**src/rtl/kalock_pkg.sv**
```systemverilog
// ----------------------------------------------------------------------------
// kalock_pkg
// Shared types, event codes, register map and reset values of the keypad
// access level lock.
// ----------------------------------------------------------------------------
`default_nettype none

package kalock_pkg;

  // keys a code may hold, each in a 4-bit slot
  localparam int unsigned KAL_MAX_KEYS   = 4;
  localparam int unsigned CODE_SLOTS     = 4;
  localparam int unsigned KEY_W          = 4;

  // configuration port geometry
  localparam int unsigned CFG_ADDR_W     = 5;
  localparam int unsigned CFG_DATA_W     = 32;
  localparam int unsigned CFG_IDX_W      = 3;

  // field widths
  localparam int unsigned FUNC_W         = 4;
  localparam int unsigned LEVEL_W        = 2;
  localparam int unsigned COUNT_W        = 3;
  localparam int unsigned CODE_W         = 16;
  localparam int unsigned LEN_W          = 3;
  localparam int unsigned IDLE_W         = 24;

  localparam logic [IDLE_W-1:0] IDLE_MAX = '1;

  // register indexes
  localparam logic [CFG_IDX_W-1:0] REG_CODE_GUEST   = 3'd0;
  localparam logic [CFG_IDX_W-1:0] REG_CODE_USER    = 3'd1;
  localparam logic [CFG_IDX_W-1:0] REG_CODE_ADMIN   = 3'd2;
  localparam logic [CFG_IDX_W-1:0] REG_CODE_LENGTH  = 3'd3;
  localparam logic [CFG_IDX_W-1:0] REG_IDLE_TIMEOUT = 3'd4;

  // register reset values
  localparam logic [CODE_W-1:0] RST_CODE_GUEST   = 16'h0111;
  localparam logic [CODE_W-1:0] RST_CODE_USER    = 16'h0222;
  localparam logic [CODE_W-1:0] RST_CODE_ADMIN   = 16'h0333;
  localparam logic [LEN_W-1:0]  RST_CODE_LENGTH  = 3'd3;
  localparam logic [IDLE_W-1:0] RST_IDLE_TIMEOUT = 24'd600000;

  // access levels
  localparam logic [LEVEL_W-1:0] LVL_GUEST = 2'd0;
  localparam logic [LEVEL_W-1:0] LVL_USER  = 2'd1;
  localparam logic [LEVEL_W-1:0] LVL_ADMIN = 2'd2;

  // event codes
  typedef enum logic [FUNC_W-1:0] {
    FN_TICK   = 4'd0,
    FN_START  = 4'd1,
    FN_STOP   = 4'd2,
    FN_KEY    = 4'd3,
    FN_REMOVE = 4'd4,
    FN_CLEAR  = 4'd5,
    FN_TRY    = 4'd6,
    FN_LOGOUT = 4'd7,
    FN_TOUCH  = 4'd8
  } func_t;

  // configuration handed from the register file to the core
  typedef struct packed {
    logic [CODE_W-1:0] code_guest;
    logic [CODE_W-1:0] code_user;
    logic [CODE_W-1:0] code_admin;
    logic [LEN_W-1:0]  code_length;
    logic [IDLE_W-1:0] idle_timeout;
  } cfg_t;

  // one result item
  typedef struct packed {
    logic [LEVEL_W-1:0] access_level;
    logic               login_active;
    logic [COUNT_W-1:0] entry_count;
    logic               login_ok;
    logic               login_failed;
    logic               auto_logout;
    logic               may_reset;
  } res_t;

endpackage

`default_nettype wire

```
**src/rtl/kalock_ifs.sv**
```systemverilog
// ----------------------------------------------------------------------------
// kalock channel interfaces
// Valid/ready channels for keypad events and for lock status results.
// ----------------------------------------------------------------------------
`default_nettype none

interface kalock_in_if;
  logic       valid;
  logic       ready;
  logic [3:0] func;
  logic [3:0] key_code;

  modport source (output valid, output func, output key_code, input ready);
  modport sink   (input valid, input func, input key_code, output ready);
endinterface

interface kalock_out_if;
  logic       valid;
  logic       ready;
  logic [1:0] access_level;
  logic       login_active;
  logic [2:0] entry_count;
  logic       login_ok;
  logic       login_failed;
  logic       auto_logout;
  logic       may_reset;

  modport source (output valid, output access_level, output login_active,
                  output entry_count, output login_ok, output login_failed,
                  output auto_logout, output may_reset, input ready);
  modport sink   (input valid, input access_level, input login_active,
                  input entry_count, input login_ok, input login_failed,
                  input auto_logout, input may_reset, output ready);
endinterface

`default_nettype wire

```
**src/rtl/keypad_access_level_lock.sv**
```systemverilog
// ----------------------------------------------------------------------------
// keypad_access_level_lock
// Keypad code lock with guest, user and admin levels, login entry of up to
// MAX_KEYS keys, code compare and automatic logout on idle ticks.
// ----------------------------------------------------------------------------
//  channel  direction  handshake          payload
//  in_ch    in         valid/ready        func, key_code
//  out_ch   out        valid/ready        access_level, login_active,
//                                         entry_count, login_ok,
//                                         login_failed, auto_logout, may_reset
//  cfg_*    in         apb write/read     code_guest, code_user, code_admin,
//                                         code_length, idle_timeout
//
//  one event is accepted per cycle unless the result is stalled; its result
//  is offered from the result register, which follows the event register
//  all decode and code compare sits between the event and result registers
//  synchronous active-low reset sets guest level, no entry, idle count zero
//  a stalled result holds the result register and one further event waits
//  in the event register
// ----------------------------------------------------------------------------
`default_nettype none

module keypad_access_level_lock #(
  parameter int unsigned MAX_KEYS = kalock_pkg::KAL_MAX_KEYS
) (
  input  wire logic                              clk,
  input  wire logic                              rst_n,
  kalock_in_if.sink                              in_ch,
  kalock_out_if.source                           out_ch,
  input  wire logic                              cfg_psel,
  input  wire logic                              cfg_penable,
  input  wire logic                              cfg_pwrite,
  input  wire logic [kalock_pkg::CFG_ADDR_W-1:0] cfg_paddr,
  input  wire logic [kalock_pkg::CFG_DATA_W-1:0] cfg_pwdata,
  output logic      [kalock_pkg::CFG_DATA_W-1:0] cfg_prdata,
  output logic                                   cfg_pready
);
  import kalock_pkg::*;

  cfg_t cfg;

  // configuration registers
  kalock_cfg u_cfg (
    .clk         (clk),
    .rst_n       (rst_n),
    .cfg_psel    (cfg_psel),
    .cfg_penable (cfg_penable),
    .cfg_pwrite  (cfg_pwrite),
    .cfg_paddr   (cfg_paddr),
    .cfg_pwdata  (cfg_pwdata),
    .cfg_prdata  (cfg_prdata),
    .cfg_pready  (cfg_pready),
    .cfg_o       (cfg)
  );

  // event processing
  kalock_core #(
    .MAX_KEYS (MAX_KEYS)
  ) u_core (
    .clk    (clk),
    .rst_n  (rst_n),
    .cfg_i  (cfg),
    .in_ch  (in_ch),
    .out_ch (out_ch)
  );

endmodule

`default_nettype wire

```
**src/rtl/kalock_cfg.sv**
```systemverilog
// ----------------------------------------------------------------------------
// kalock_cfg
// APB register file holding the three codes, the code length and the idle
// timeout.
// ----------------------------------------------------------------------------
`default_nettype none

module kalock_cfg (
  input  wire logic                              clk,
  input  wire logic                              rst_n,
  input  wire logic                              cfg_psel,
  input  wire logic                              cfg_penable,
  input  wire logic                              cfg_pwrite,
  input  wire logic [kalock_pkg::CFG_ADDR_W-1:0] cfg_paddr,
  input  wire logic [kalock_pkg::CFG_DATA_W-1:0] cfg_pwdata,
  output logic      [kalock_pkg::CFG_DATA_W-1:0] cfg_prdata,
  output logic                                   cfg_pready,
  output kalock_pkg::cfg_t                       cfg_o
);
  import kalock_pkg::*;

  cfg_t                 cfg_r;
  logic                 wr_en;
  logic [CFG_IDX_W-1:0] reg_idx;

  assign wr_en      = cfg_psel && cfg_penable && cfg_pwrite;
  assign reg_idx    = cfg_paddr[CFG_ADDR_W-1:2];
  assign cfg_pready = 1'b1;
  assign cfg_o      = cfg_r;

  // register writes
  always_ff @(posedge clk) begin
    if (!rst_n) begin
      cfg_r.code_guest   <= RST_CODE_GUEST;
      cfg_r.code_user    <= RST_CODE_USER;
      cfg_r.code_admin   <= RST_CODE_ADMIN;
      cfg_r.code_length  <= RST_CODE_LENGTH;
      cfg_r.idle_timeout <= RST_IDLE_TIMEOUT;
    end else if (wr_en) begin
      case (reg_idx)
        REG_CODE_GUEST:   cfg_r.code_guest   <= cfg_pwdata[CODE_W-1:0];
        REG_CODE_USER:    cfg_r.code_user    <= cfg_pwdata[CODE_W-1:0];
        REG_CODE_ADMIN:   cfg_r.code_admin   <= cfg_pwdata[CODE_W-1:0];
        REG_CODE_LENGTH:  cfg_r.code_length  <= cfg_pwdata[LEN_W-1:0];
        REG_IDLE_TIMEOUT: cfg_r.idle_timeout <= cfg_pwdata[IDLE_W-1:0];
        default: ;
      endcase
    end
  end

  // read mux
  always_comb begin
    cfg_prdata = '0;
    case (reg_idx)
      REG_CODE_GUEST:   cfg_prdata = {{(CFG_DATA_W-CODE_W){1'b0}}, cfg_r.code_guest};
      REG_CODE_USER:    cfg_prdata = {{(CFG_DATA_W-CODE_W){1'b0}}, cfg_r.code_user};
      REG_CODE_ADMIN:   cfg_prdata = {{(CFG_DATA_W-CODE_W){1'b0}}, cfg_r.code_admin};
      REG_CODE_LENGTH:  cfg_prdata = {{(CFG_DATA_W-LEN_W){1'b0}}, cfg_r.code_length};
      REG_IDLE_TIMEOUT: cfg_prdata = {{(CFG_DATA_W-IDLE_W){1'b0}}, cfg_r.idle_timeout};
      default:          cfg_prdata = '0;
    endcase
  end

endmodule

`default_nettype wire

```
**src/rtl/kalock_core.sv**
```systemverilog
// ----------------------------------------------------------------------------
// kalock_core
// Event register, lock state update and result register. One event is
// decoded and applied per cycle while the result is not stalled.
// ----------------------------------------------------------------------------
`default_nettype none

module kalock_core #(
  parameter int unsigned MAX_KEYS = kalock_pkg::KAL_MAX_KEYS
) (
  input  wire logic        clk,
  input  wire logic        rst_n,
  input  kalock_pkg::cfg_t cfg_i,
  kalock_in_if.sink        in_ch,
  kalock_out_if.source     out_ch
);
  import kalock_pkg::*;

  localparam int unsigned CNT_W  = $clog2(MAX_KEYS + 1);
  localparam int unsigned KIDX_W = (MAX_KEYS > 1) ? $clog2(MAX_KEYS) : 1;
  localparam int unsigned CMP_W  = (CNT_W > LEN_W) ? CNT_W : LEN_W;
  localparam logic [CNT_W-1:0] CNT_FULL = CNT_W'(MAX_KEYS);

  // event register
  logic              s1_valid_r;
  logic [FUNC_W-1:0] s1_func_r;
  logic [KEY_W-1:0]  s1_key_r;

  // lock state
  logic [LEVEL_W-1:0] level_r,  level_nxt;
  logic               active_r, active_nxt;
  logic [CNT_W-1:0]   count_r,  count_nxt;
  logic [IDLE_W-1:0]  idle_r,   idle_nxt;
  logic [KEY_W-1:0]   entry_keys_r [MAX_KEYS];

  // result register
  logic out_valid_r;
  res_t res_r, res_nxt;

  logic in_fire, adv, key_wr;
  logic [IDLE_W-1:0] idle_inc;
  logic [CNT_W+COUNT_W-1:0] count_ext;
  logic len_ok;
  logic [CODE_SLOTS-1:0] eq_guest, eq_user, eq_admin;
  logic hit_guest, hit_user, hit_admin;

  // handshake
  assign adv          = s1_valid_r && (!out_valid_r || out_ch.ready);
  assign in_ch.ready  = !s1_valid_r || adv;
  assign in_fire      = in_ch.valid && in_ch.ready;

  always_ff @(posedge clk) begin
    if (!rst_n) begin
      s1_valid_r <= 1'b0;
    end else if (in_fire) begin
      s1_valid_r <= 1'b1;
    end else if (adv) begin
      s1_valid_r <= 1'b0;
    end
  end

  always_ff @(posedge clk) begin
    if (in_fire) begin
      s1_func_r <= in_ch.func;
      s1_key_r  <= in_ch.key_code;
    end
  end

  // code compare, one slot per key position
  for (genvar i = 0; i < CODE_SLOTS; i++) begin : g_slot
    logic used;
    assign used = cfg_i.code_length > LEN_W'(i);
    if (i < MAX_KEYS) begin : g_held
      assign eq_guest[i] = !used || (entry_keys_r[i] == cfg_i.code_guest[KEY_W*i +: KEY_W]);
      assign eq_user[i]  = !used || (entry_keys_r[i] == cfg_i.code_user[KEY_W*i +: KEY_W]);
      assign eq_admin[i] = !used || (entry_keys_r[i] == cfg_i.code_admin[KEY_W*i +: KEY_W]);
    end else begin : g_none
      assign eq_guest[i] = !used;
      assign eq_user[i]  = !used;
      assign eq_admin[i] = !used;
    end
  end

  assign len_ok = (cfg_i.code_length != '0)
               && (cfg_i.code_length <= LEN_W'(CODE_SLOTS))
               && (CMP_W'(count_r) == CMP_W'(cfg_i.code_length));
  assign hit_guest = len_ok && (&eq_guest);
  assign hit_user  = len_ok && (&eq_user);
  assign hit_admin = len_ok && (&eq_admin);

  // saturating idle count for ticks
  assign idle_inc = (idle_r != IDLE_MAX) ? idle_r + IDLE_W'(1) : idle_r;

  // next state and result
  always_comb begin
    level_nxt  = level_r;
    active_nxt = active_r;
    count_nxt  = count_r;
    idle_nxt   = idle_r;
    key_wr     = 1'b0;
    res_nxt    = '0;
    case (s1_func_r)
      FN_TICK: begin
        idle_nxt = idle_inc;
        if (level_r != LVL_GUEST && idle_inc > cfg_i.idle_timeout) begin
          level_nxt           = LVL_GUEST;
          active_nxt          = 1'b0;
          count_nxt           = '0;
          res_nxt.auto_logout = 1'b1;
        end
      end
      FN_START: begin
        active_nxt = 1'b1;
        count_nxt  = '0;
        idle_nxt   = '0;
      end
      FN_STOP: begin
        active_nxt = 1'b0;
        count_nxt  = '0;
      end
      FN_KEY: begin
        idle_nxt = '0;
        if (active_r && count_r < CNT_FULL) begin
          key_wr    = 1'b1;
          count_nxt = count_r + CNT_W'(1);
        end
      end
      FN_REMOVE: begin
        idle_nxt = '0;
        if (count_r != '0) begin
          count_nxt = count_r - CNT_W'(1);
        end
      end
      FN_CLEAR: begin
        count_nxt = '0;
      end
      FN_TRY: begin
        idle_nxt  = '0;
        count_nxt = '0;
        if (hit_guest || hit_user || hit_admin) begin
          active_nxt       = 1'b0;
          res_nxt.login_ok = 1'b1;
          if (hit_guest) begin
            level_nxt = LVL_GUEST;
          end else if (hit_user) begin
            level_nxt = LVL_USER;
          end else begin
            level_nxt = LVL_ADMIN;
          end
        end else begin
          res_nxt.login_failed = 1'b1;
        end
      end
      FN_LOGOUT: begin
        level_nxt  = LVL_GUEST;
        active_nxt = 1'b0;
        count_nxt  = '0;
      end
      FN_TOUCH: begin
        idle_nxt = '0;
      end
      default: ;
    endcase
    count_ext            = {{COUNT_W{1'b0}}, count_nxt};
    res_nxt.access_level = level_nxt;
    res_nxt.login_active = active_nxt;
    res_nxt.entry_count  = count_ext[COUNT_W-1:0];
    res_nxt.may_reset    = (level_nxt != LVL_GUEST);
  end

  // state and result registers
  always_ff @(posedge clk) begin
    if (!rst_n) begin
      level_r     <= LVL_GUEST;
      active_r    <= 1'b0;
      count_r     <= '0;
      idle_r      <= '0;
      out_valid_r <= 1'b0;
    end else begin
      if (adv) begin
        level_r     <= level_nxt;
        active_r    <= active_nxt;
        count_r     <= count_nxt;
        idle_r      <= idle_nxt;
        out_valid_r <= 1'b1;
      end else if (out_ch.ready) begin
        out_valid_r <= 1'b0;
      end
    end
  end

  always_ff @(posedge clk) begin
    if (adv) begin
      res_r <= res_nxt;
    end
  end

  // key store, no reset
  always_ff @(posedge clk) begin
    if (adv && key_wr) begin
      entry_keys_r[count_r[KIDX_W-1:0]] <= s1_key_r;
    end
  end

  assign out_ch.valid        = out_valid_r;
  assign out_ch.access_level = res_r.access_level;
  assign out_ch.login_active = res_r.login_active;
  assign out_ch.entry_count  = res_r.entry_count;
  assign out_ch.login_ok     = res_r.login_ok;
  assign out_ch.login_failed = res_r.login_failed;
  assign out_ch.auto_logout  = res_r.auto_logout;
  assign out_ch.may_reset    = res_r.may_reset;

  // checks
  a_count_bound: assert property (@(posedge clk) disable iff (!rst_n)
    count_r <= CNT_FULL)
    else $error("key count above capacity");

  a_level_code: assert property (@(posedge clk) disable iff (!rst_n)
    level_r != 2'd3)
    else $error("access level holds an unused code");

  a_try_flags: assert property (@(posedge clk) disable iff (!rst_n)
    adv && s1_func_r == FN_TRY |=> res_r.login_ok != res_r.login_failed)
    else $error("try result must be exactly one of ok and failed");

  a_auto_logout: assert property (@(posedge clk) disable iff (!rst_n)
    out_valid_r && res_r.auto_logout |-> res_r.access_level == LVL_GUEST
      && !res_r.login_active && res_r.entry_count == '0)
    else $error("automatic logout left level or entry set");

  a_may_reset: assert property (@(posedge clk) disable iff (!rst_n)
    out_valid_r |-> res_r.may_reset == (res_r.access_level != LVL_GUEST))
    else $error("may_reset disagrees with access level");

endmodule

`default_nettype wire
```
**src/flat_wrapper.sv**
```systemverilog
// flat-port wrapper written by rule: the top's interface ports become plain ports
module keypad_access_level_lock_flat import kalock_pkg::*;
#(
  parameter int unsigned MAX_KEYS = kalock_pkg::KAL_MAX_KEYS
)
  (clk, rst_n, cfg_psel, cfg_penable, cfg_pwrite, cfg_paddr, cfg_pwdata, cfg_prdata, cfg_pready, in_ch_valid, in_ch_func, in_ch_key_code, in_ch_ready, out_ch_valid, out_ch_access_level, out_ch_login_active, out_ch_entry_count, out_ch_login_ok, out_ch_login_failed, out_ch_auto_logout, out_ch_may_reset, out_ch_ready);
  kalock_in_if in_ch_i ();
  kalock_out_if out_ch_i ();
  input  wire logic clk;
  input  wire logic rst_n;
  input  wire logic cfg_psel;
  input  wire logic cfg_penable;
  input  wire logic cfg_pwrite;
  input  wire logic [kalock_pkg::CFG_ADDR_W-1:0] cfg_paddr;
  input  wire logic [kalock_pkg::CFG_DATA_W-1:0] cfg_pwdata;
  output logic      [kalock_pkg::CFG_DATA_W-1:0] cfg_prdata;
  output logic cfg_pready;
  input wire logic [$bits(in_ch_i.valid)-1:0] in_ch_valid;
  input wire logic [$bits(in_ch_i.func)-1:0] in_ch_func;
  input wire logic [$bits(in_ch_i.key_code)-1:0] in_ch_key_code;
  output wire logic [$bits(in_ch_i.ready)-1:0] in_ch_ready;
  output wire logic [$bits(out_ch_i.valid)-1:0] out_ch_valid;
  output wire logic [$bits(out_ch_i.access_level)-1:0] out_ch_access_level;
  output wire logic [$bits(out_ch_i.login_active)-1:0] out_ch_login_active;
  output wire logic [$bits(out_ch_i.entry_count)-1:0] out_ch_entry_count;
  output wire logic [$bits(out_ch_i.login_ok)-1:0] out_ch_login_ok;
  output wire logic [$bits(out_ch_i.login_failed)-1:0] out_ch_login_failed;
  output wire logic [$bits(out_ch_i.auto_logout)-1:0] out_ch_auto_logout;
  output wire logic [$bits(out_ch_i.may_reset)-1:0] out_ch_may_reset;
  input wire logic [$bits(out_ch_i.ready)-1:0] out_ch_ready;
  assign in_ch_i.valid = in_ch_valid;
  assign in_ch_i.func = in_ch_func;
  assign in_ch_i.key_code = in_ch_key_code;
  assign in_ch_ready = in_ch_i.ready;
  assign out_ch_valid = out_ch_i.valid;
  assign out_ch_access_level = out_ch_i.access_level;
  assign out_ch_login_active = out_ch_i.login_active;
  assign out_ch_entry_count = out_ch_i.entry_count;
  assign out_ch_login_ok = out_ch_i.login_ok;
  assign out_ch_login_failed = out_ch_i.login_failed;
  assign out_ch_auto_logout = out_ch_i.auto_logout;
  assign out_ch_may_reset = out_ch_i.may_reset;
  assign out_ch_i.ready = out_ch_ready;
  keypad_access_level_lock #(.MAX_KEYS(MAX_KEYS)) u_core (.clk(clk), .rst_n(rst_n), .in_ch(in_ch_i), .out_ch(out_ch_i), .cfg_psel(cfg_psel), .cfg_penable(cfg_penable), .cfg_pwrite(cfg_pwrite), .cfg_paddr(cfg_paddr), .cfg_pwdata(cfg_pwdata), .cfg_prdata(cfg_prdata), .cfg_pready(cfg_pready));
endmodule
```
**config.mk**
```make
export PLATFORM = sky130hd
export DESIGN_NAME = keypad_access_level_lock_flat
export DESIGN_NICKNAME = d
export VERILOG_FILES = /design/src/rtl/kalock_pkg.sv /design/src/rtl/kalock_ifs.sv /design/src/rtl/keypad_access_level_lock.sv /design/src/rtl/kalock_cfg.sv /design/src/rtl/kalock_core.sv /design/src/flat_wrapper.sv
export SDC_FILE = /design/constraint.sdc
export NUM_CORES = 1
export LEC_CHECK = 0
export ABC_AREA = 1
export BUFFER_PORTS_ARGS = -buffer_cell sky130_fd_sc_hd__buf_4
export CAP_MARGIN = 40
export CORE_UTILIZATION = 60
export CTS_CLUSTER_DIAMETER = 50
export CTS_CLUSTER_SIZE = 20
export DETAILED_ROUTE_END_ITERATION = 6
export PLACE_DENSITY = 0.8
export SLEW_MARGIN = 20
export SYNTH_ARGS = -nofsm -noshare
export SYNTH_HDL_FRONTEND = slang
export SYNTH_HIERARCHICAL = 1
export SYNTH_SLANG_ARGS = --single-unit
```
**constraint.sdc**
```tcl
create_clock -name clk -period 3.7 [get_ports clk]
set_input_delay 0.185 -clock clk [delete_from_list [all_inputs] [get_ports clk]]
set_output_delay 0.185 -clock clk [all_outputs]
set_load 0.03 [all_outputs]
```
==> flow_summary.toml, run 1 <==
[critical_path]
r2r_cells = 20
worst_ep_arrival_time_ns = 3.60
crit_chain = "ha_1 -> and3_2 -> nand2_1 -> nor2_1 -> nand2_1 -> nand2_1 -> ha_1 -> nand2_1 -> nor2_1 -> nand2_1 -> nor3b_2 -> nand2_1 -> nand3_1 -> nand2_1 -> nand2_1 -> nand2_1 -> nand2_1 -> nand2_1 -> o21ai_0 -> inv_1"
critical_path_required_ns = 4.01
path_max_fanout = 8
cp_slowest_stage_delay_ns = 0.35
criticalPathCategory = "reg -> reg"
cpMaxStageDelayCell = "dfxtp_1"
start_kind = "flop"
endpoint_kind = "flop"
cpMostUsedCell = "nand2_1"

[clock_network]
clock_path_buffers = 2
cts_tree = "yes"
cts.htree.levels = 4
clock_sinks = 141
root_buffer = "clkbuf_16"
cts_made_buffers = 17
clkLatencyLatePin_ns = 0.42
clkTransAtPathRegs_ns = 0.06

[synthesis]
synth-seq-cells = 141
yosysWarnings = 6
synth-edff-count = 34
yosysUniqueCellTypes = 43
synthTopCellsByArea = "dfxtp_1 (25%), nand2_1 (19%), edfxtp_1 (12%), nor2_1 (8.4%), inv_1 (7.8%)"
syn_area_per_cell_sq_um = 6.63
synthArstFlopShare_pct = 0
yosysMostFrequentCell = "nand2_1"
synth_seq_area_share_pct = 36.3
ys_top_cells_by_count = "nand2_1 (439), nor2_1 (195), inv_1 (180), nand3_1 (108), dfxtp_1 (107)"
synth_top_flop_cell = "dfxtp_1"
netlist_instances = 1314
syn_area_sq_mm = 0.00871
yosys.area.top_type = "dfxtp_1"
yosys.area.top_type_share_pct = 24.6

[die]
die_h_um = 122
core_area_sq_mm = 0.0140
initial_core_util_pct = 62.0
die_x_um = 122
die-area_sq_mm = 0.0150
rows = 43
pin_count = 97

[place]
numPortBuffers = 77
dp_worst_setup_slack_ns = 0.409
dp_hpwl_um = 15500
gp_congestion = 0.915
post_dp_cell_area_sq_mm = 0.00927

[run]
drv_cap = 0

[power_and_ir_drop]
p_total_w = 0.00367
ir_drop_mv = 0.471
power_density_mw_per_mm2 = 366
power.leakage_nw = 5.07

[route]
drcViolationCount = 0
viasPerCell = 5.22
drt_iter0_drc = 767
vias = 8267
drt-total-wl_um = 22400
ant_nets = 0
wl_per_cell_um = 14.2
drt_pass1_iterations = 7

[grt]
grt_start_max_net_pins = 77
grt_pass1_vias = 7407
grt_pass1_wl_um = 35900
antenna_found_initial = 0
grt.total_usage_pct = 31.0
gr-total-overflow = 0

[final_layout]
drive_above_1_share_pct = 10.0
final_area_sq_mm = 0.0100
synthToLayoutAreaGrowth_pct = 15.0
nets = 1474
n_antenna_cell = 0

[timing]
hold_violations = 0
period_share_pct = 88.8
setup_slack_ns = 0.413
fin_tns_setup_ns = 0
worstMarginPinSlew_ns = 0.840
finalCriticalPeriod_ns = 3.29
slew_viol_final = 0
rsz0062_at_grt = "no"
setup_viol = 0
relSlewSlack_pct = 44.0
fin_skew_ns = 0.00933
max_freq_mhz = 304

[status]
outcome = "completed"

[min_path]
min_path_cells = 3
hold_class = "in -> reg"
## critical path: cells and delay by family, from the launching register on
family                   cells  cell delay [ns]
AND/OR/NAND/NOR             16             2.01
flip-flops                   1             0.35
AO/OA/AOI/OAI                1             0.15
buffers and inverters        1             0.05
adder cells (fa/ha/maj)      2             0.60
## power breakdown
group	internal [W]	switching, W
Combinational	0.000116	0.000221
Sequential	0.00161	0.0000273
Clock	0.00106	0.000633
## timing repair
action                                  4_1_cts  5_1_grt
hold buffers                                 16        0
hold endpoints to repair                     17        0
endpoints found under the setup margin        0        5
buffers inserted                              0        0
gates resized for setup                       0        2
## flip-flops by register name (all words and copies together), names as in the netlist, 2 cells and up
register / count
u_core/u_core/out_ch.entry_count: 3
u_core/u_core/level_r: 2
u_core/u_cfg/cfg_o: 75
u_core/u_core/count_r: 3
u_core/u_core/s1_key_r: 4
u_core/u_core/entry_keys_r: 16
u_core/u_core/s1_func_r: 4
u_core/u_core/idle_r: 24
u_core/u_core/out_ch.access_level: 2
## final timing paths
path	startpoint	slack [ns]	end
setup reg to reg	u_core/u_core/idle_r[0]$_SDFFE_PN0P_	0.41	u_core/u_core/count_r[0]$_SDFFE_PN0P_
setup / recovery	u_core/u_core/idle_r[0]$_SDFFE_PN0P_	0.41	u_core/u_core/count_r[0]$_SDFFE_PN0P_
hold reg to reg	u_core/u_cfg/cfg_o[8]$_SDFFE_PN1P_	0.49	u_core/u_cfg/cfg_o[8]$_SDFFE_PN1P_
hold / removal	cfg_pwdata[1]	0.03	u_core/u_cfg/cfg_o[25]$_SDFFE_PN1P_
## cell usage in the layout (no fill, tap or decap), types with 2 or more instances in the layout
master	instances
nand2_1	439
nor2_1	195
inv_1	180
nand3_1	108
dfxtp_1	107
buf_4	82
a21oi_1	45
edfxtp_1	34
xor2_1	32
ha_1	31
clkbuf_16	18
nand4_1	18
dlygate4sd3_1	16
o21ai_0	12
nor3_1	11
conb_1	9
nor2_4	7
xnor2_1	6
clkbuf_1	5
clkinv_2	4
nand2_4	4
nand2_2	4
a31oi_1	3
bufinv_16	2
clkbuf_8	2
nor2_8	2
inv_2	2
o21a_1	2
nor3_4	2
nand4_2	2
nor4_1	2
xor2_2	2
## area by class of cell
cell class	instances	area [sq um]
Fill cell	1211	4020
Multi-Input combinational cell	948	4560
Clock buffer	25	497
Clock inverter	7	87.6
Tap cell	180	225
Sequential cell	141	3160
Timing Repair Buffer	99	791
Inverter	184	696
## cell families after synthesis
logic type,Yosys count,synth area share [%]
simple gates,800,39.0
buf+inv,232,11.7
flops,141,36.3
compound gates,67,4.07
xor+xnor,40,4.19
fa+ha+maj,31,4.45
other cells,2,0.0862
mux,1,0.115
## metrics by stage
stage / instances / hold WS (ns) / util (%)
finish: 1584 / 0.0272 / 71.4
global route: 1584 / 0.0171 / 71.4
CTS: 1584 / 0.0126 / 71.3
detailed placement: 1536 / 0.364 / 66.0
global placement: 1535 / 0.364 / 65.9
floorplan: 1321 / 0.284 / -
## routing by layer
metal  share of wire (%)  vias up  track usage [%]
li1                    -     4195                -
met1                  44     3701             41.2
met2                  46      334             50.4
met3                 7.1       37             6.13
met4                 2.4        0             10.2
met5                   0        -                0
Note: power is estimated with default switching activity, not from simulation.
==> run 2: changes to the inputs <==
--- a/config.mk
+++ b/config.mk
@@ -13,7 +13,7 @@
 export CTS_CLUSTER_SIZE = 20
 export DETAILED_ROUTE_END_ITERATION = 6
 export PLACE_DENSITY = 0.8
-export SLEW_MARGIN = 20
+export REMOVE_ABC_BUFFERS = 1
 export SYNTH_ARGS = -nofsm -noshare
 export SYNTH_HDL_FRONTEND = slang
 export SYNTH_HIERARCHICAL = 1
==> run 2 against run 1 <==
Net effect:
- cell area grew 0.36%
- utilization grew 0.26 points
- final cell count is the same
- count of clock-buffer cells in the layout shrank 6
- fmax shrank 1.7%
- critical path depth grew 1
- wire length shrank 0.71%
- register-to-register slack lost 0.06 ns
- sequential power is essentially flat
- die area is the same
- worst hold slack lost 0.014 ns
- critical path type unchanged
==> flow_summary.toml, run 2 (synthesis gave the netlist of run 1 again) <==
[route]
drt_pass1_iterations = 6
wl_per_cell_um = 14.1
drt_iter0_drc = 900
viasPerCell = 5.31
vias = 8417
drcViolationCount = 0
drt-total-wl_um = 22300
ant_nets = 0

[final_layout]
n_antenna_cell = 0
multi_input_area_sq_mm = 0.00456
largest_register_ffs = 75
ff_latch_area_sq_mm = 0.00316
final_cell_mix = "nand2_1 (439), nor2_1 (195), inv_1 (180)"
layout.cells.non_filler = 1584
fillers = 1185
drive_above_1_share_pct = 10.2
synthToLayoutAreaGrowth_pct = 15.5
layout_commonest_cell = "nand2_1"
nets = 1474

[power_and_ir_drop]
power_density_mw_per_mm2 = 372
ir_drop_mv = 0.426
p_total_w = 0.00374
power.leakage_nw = 5.09

[min_path]
hold_class = "in -> reg"
min-delay-start = "cfg_pwdata[5]"

[grt]
grt_pass1_wl_um = 36000
gr-total-overflow = 0
antenna_found_initial = 0
grt_pass1_vias = 7505
grt_start_max_net_pins = 77
grt.total_usage_pct = 31.0

[status]
outcome = "completed"

[critical_path]
crit_chain = "ha_1 -> nand2_1 -> nor3_4 -> nand4_2 -> inv_2 -> nand2_4 -> nand4_1 -> xnor2_1 -> ha_1 -> nand2_1 -> nor2_1 -> nor3b_2 -> nand2_1 -> nand3_1 -> nand2_1 -> nand2_1 -> nand2_1 -> nand2_1 -> nand2_1 -> o21ai_0 -> inv_1"
start_kind = "flop"
critical_path_required_ns = 4.01
endpoint_kind = "flop"
crit_family = "simple AND/OR/NAND/NOR gates"
worst_ep_arrival_time_ns = 3.65
cpMostUsedCell = "nand2_1"
cp-startpoint = "u_core/u_core/idle_r[0]$_SDFFE_PN0P_"
cpMaxStageDelayCell = "dfxtp_1"
path_max_fanout = 8
rr_startpoint = "u_core/u_core/idle_r[0]$_SDFFE_PN0P_"
criticalPathCategory = "reg -> reg"
cp.buffers_inverters = 2
cp_slowest_stage_delay_ns = 0.41

[timing]
fin_skew_ns = 0.00755
finalCriticalPeriod_ns = 3.34
hold_violations = 0
slew_viol_final = 0
rsz0062_at_grt = "no"
period_share_pct = 90.4
fin_tns_setup_ns = 0
setup_viol = 0
relSlewSlack_pct = 43.7
max_freq_mhz = 299
worstMarginPinSlew_ns = 0.844

[die]
initial_core_util_pct = 62.0
rows = 43
die_h_um = 122
pin_count = 97
die-area_sq_mm = 0.0150
core_area_sq_mm = 0.0140
die_x_um = 122

[run]
drv_cap = 0

[clock_network]
root_buffer = "clkbuf_16"
clock_path_buffers = 2
cts_tree = "yes"
cts.htree.levels = 4
clkLatencyLatePin_ns = 0.42
clock_sinks = 141
cts_made_buffers = 17
clkTransAtPathRegs_ns = 0.06

[place]
numPortBuffers = 77
dp.cells = 1537
dp_hpwl_um = 15300
gp_congestion = 0.921
## run 2: changes by cell type in the layout (fill, tap and decap cells not counted), moves of 2 or more
cell,before,now
bufinv_16,2,4
clkinv_2,4,6
clkbuf_8,2,0
clkbuf_1,5,2
## run 2: metrics by stage
step / setup slack [ns] / util [%] / cell area, sq um / hold slack (ns)
2_1_floorplan: 0.873 / - / 8410 / 0.269
3_3_place_gp: 0.407 / 66.0 / 9270 / 0.363
3_5_place_dp: 0.299 / 66.2 / 9300 / 0.364
4_1_cts: 0.262 / 71.6 / 10100 / 0.000167
5_1_grt: 0.0280 / 71.6 / 10100 / 0.0114
6_report: 0.357 / 71.6 / 10100 / 0.0129
## run 2: timing repair
action / 4_1_cts / 5_1_grt
resized for setup: 0 / 1
hold buffers: 15 / 0
hold endpoints to repair: 16 / 0
setup endpoints to repair: 0 / 4
buffers inserted: 0 / 0
## run 2: routing by layer
layer | part of all wire [%] | global-route usage (%)
met5 | 0 | 0
met4 | 1.9 | 9.30
met3 | 7.8 | 6.51
met2 | 47 | 51.4
met1 | 43 | 40.3
## run 2: layout make-up
class                   instances  area share, %
flip-flops and latches        141           31.5
clock buffers                  19           4.30
clock inverters                13           1.70
well taps                     180           2.24
repair buffers                 99           8.09
inverters                     184           6.92
multi-input cells             948           45.3
## run 2: power breakdown
group,internal (W),switching (W),leakage (nW)
Combinational,0.000118,0.000221,3.61
Clock,0.00112,0.000646,0.302
Sequential,0.00161,0.0000267,1.18
## run 2: path summary, 6_finish.rpt
path | cells past startpoint | to | slack (ns)
setup / recovery | 21 | u_core/u_core/count_r[0]$_SDFFE_PN0P_ | 0.36
hold / removal | 3 | u_core/u_cfg/cfg_o[32]$_SDFFE_PN1P_ | 0.01
hold reg to reg | 2 | u_core/u_cfg/cfg_o[9]$_SDFFE_PN1P_ | 0.48
setup reg to reg | 21 | u_core/u_core/count_r[0]$_SDFFE_PN0P_ | 0.36
## run 2: worst register-to-register path, cell delays in order, from the launching register on
cell     delay [ns]
dfxtp_1        0.41
ha_1           0.25
nand2_1        0.12
nor3_4         0.19
nand4_2        0.15
inv_2          0.10
nand2_4        0.09
nand4_1        0.12
xnor2_1        0.09
ha_1           0.30
nand2_1        0.08
nor2_1         0.18
nor3b_2        0.30
nand2_1        0.10
nand3_1        0.08
nand2_1        0.08
nand2_1        0.13
nand2_1        0.11
nand2_1        0.07
nand2_1        0.07
o21ai_0        0.17
inv_1          0.05
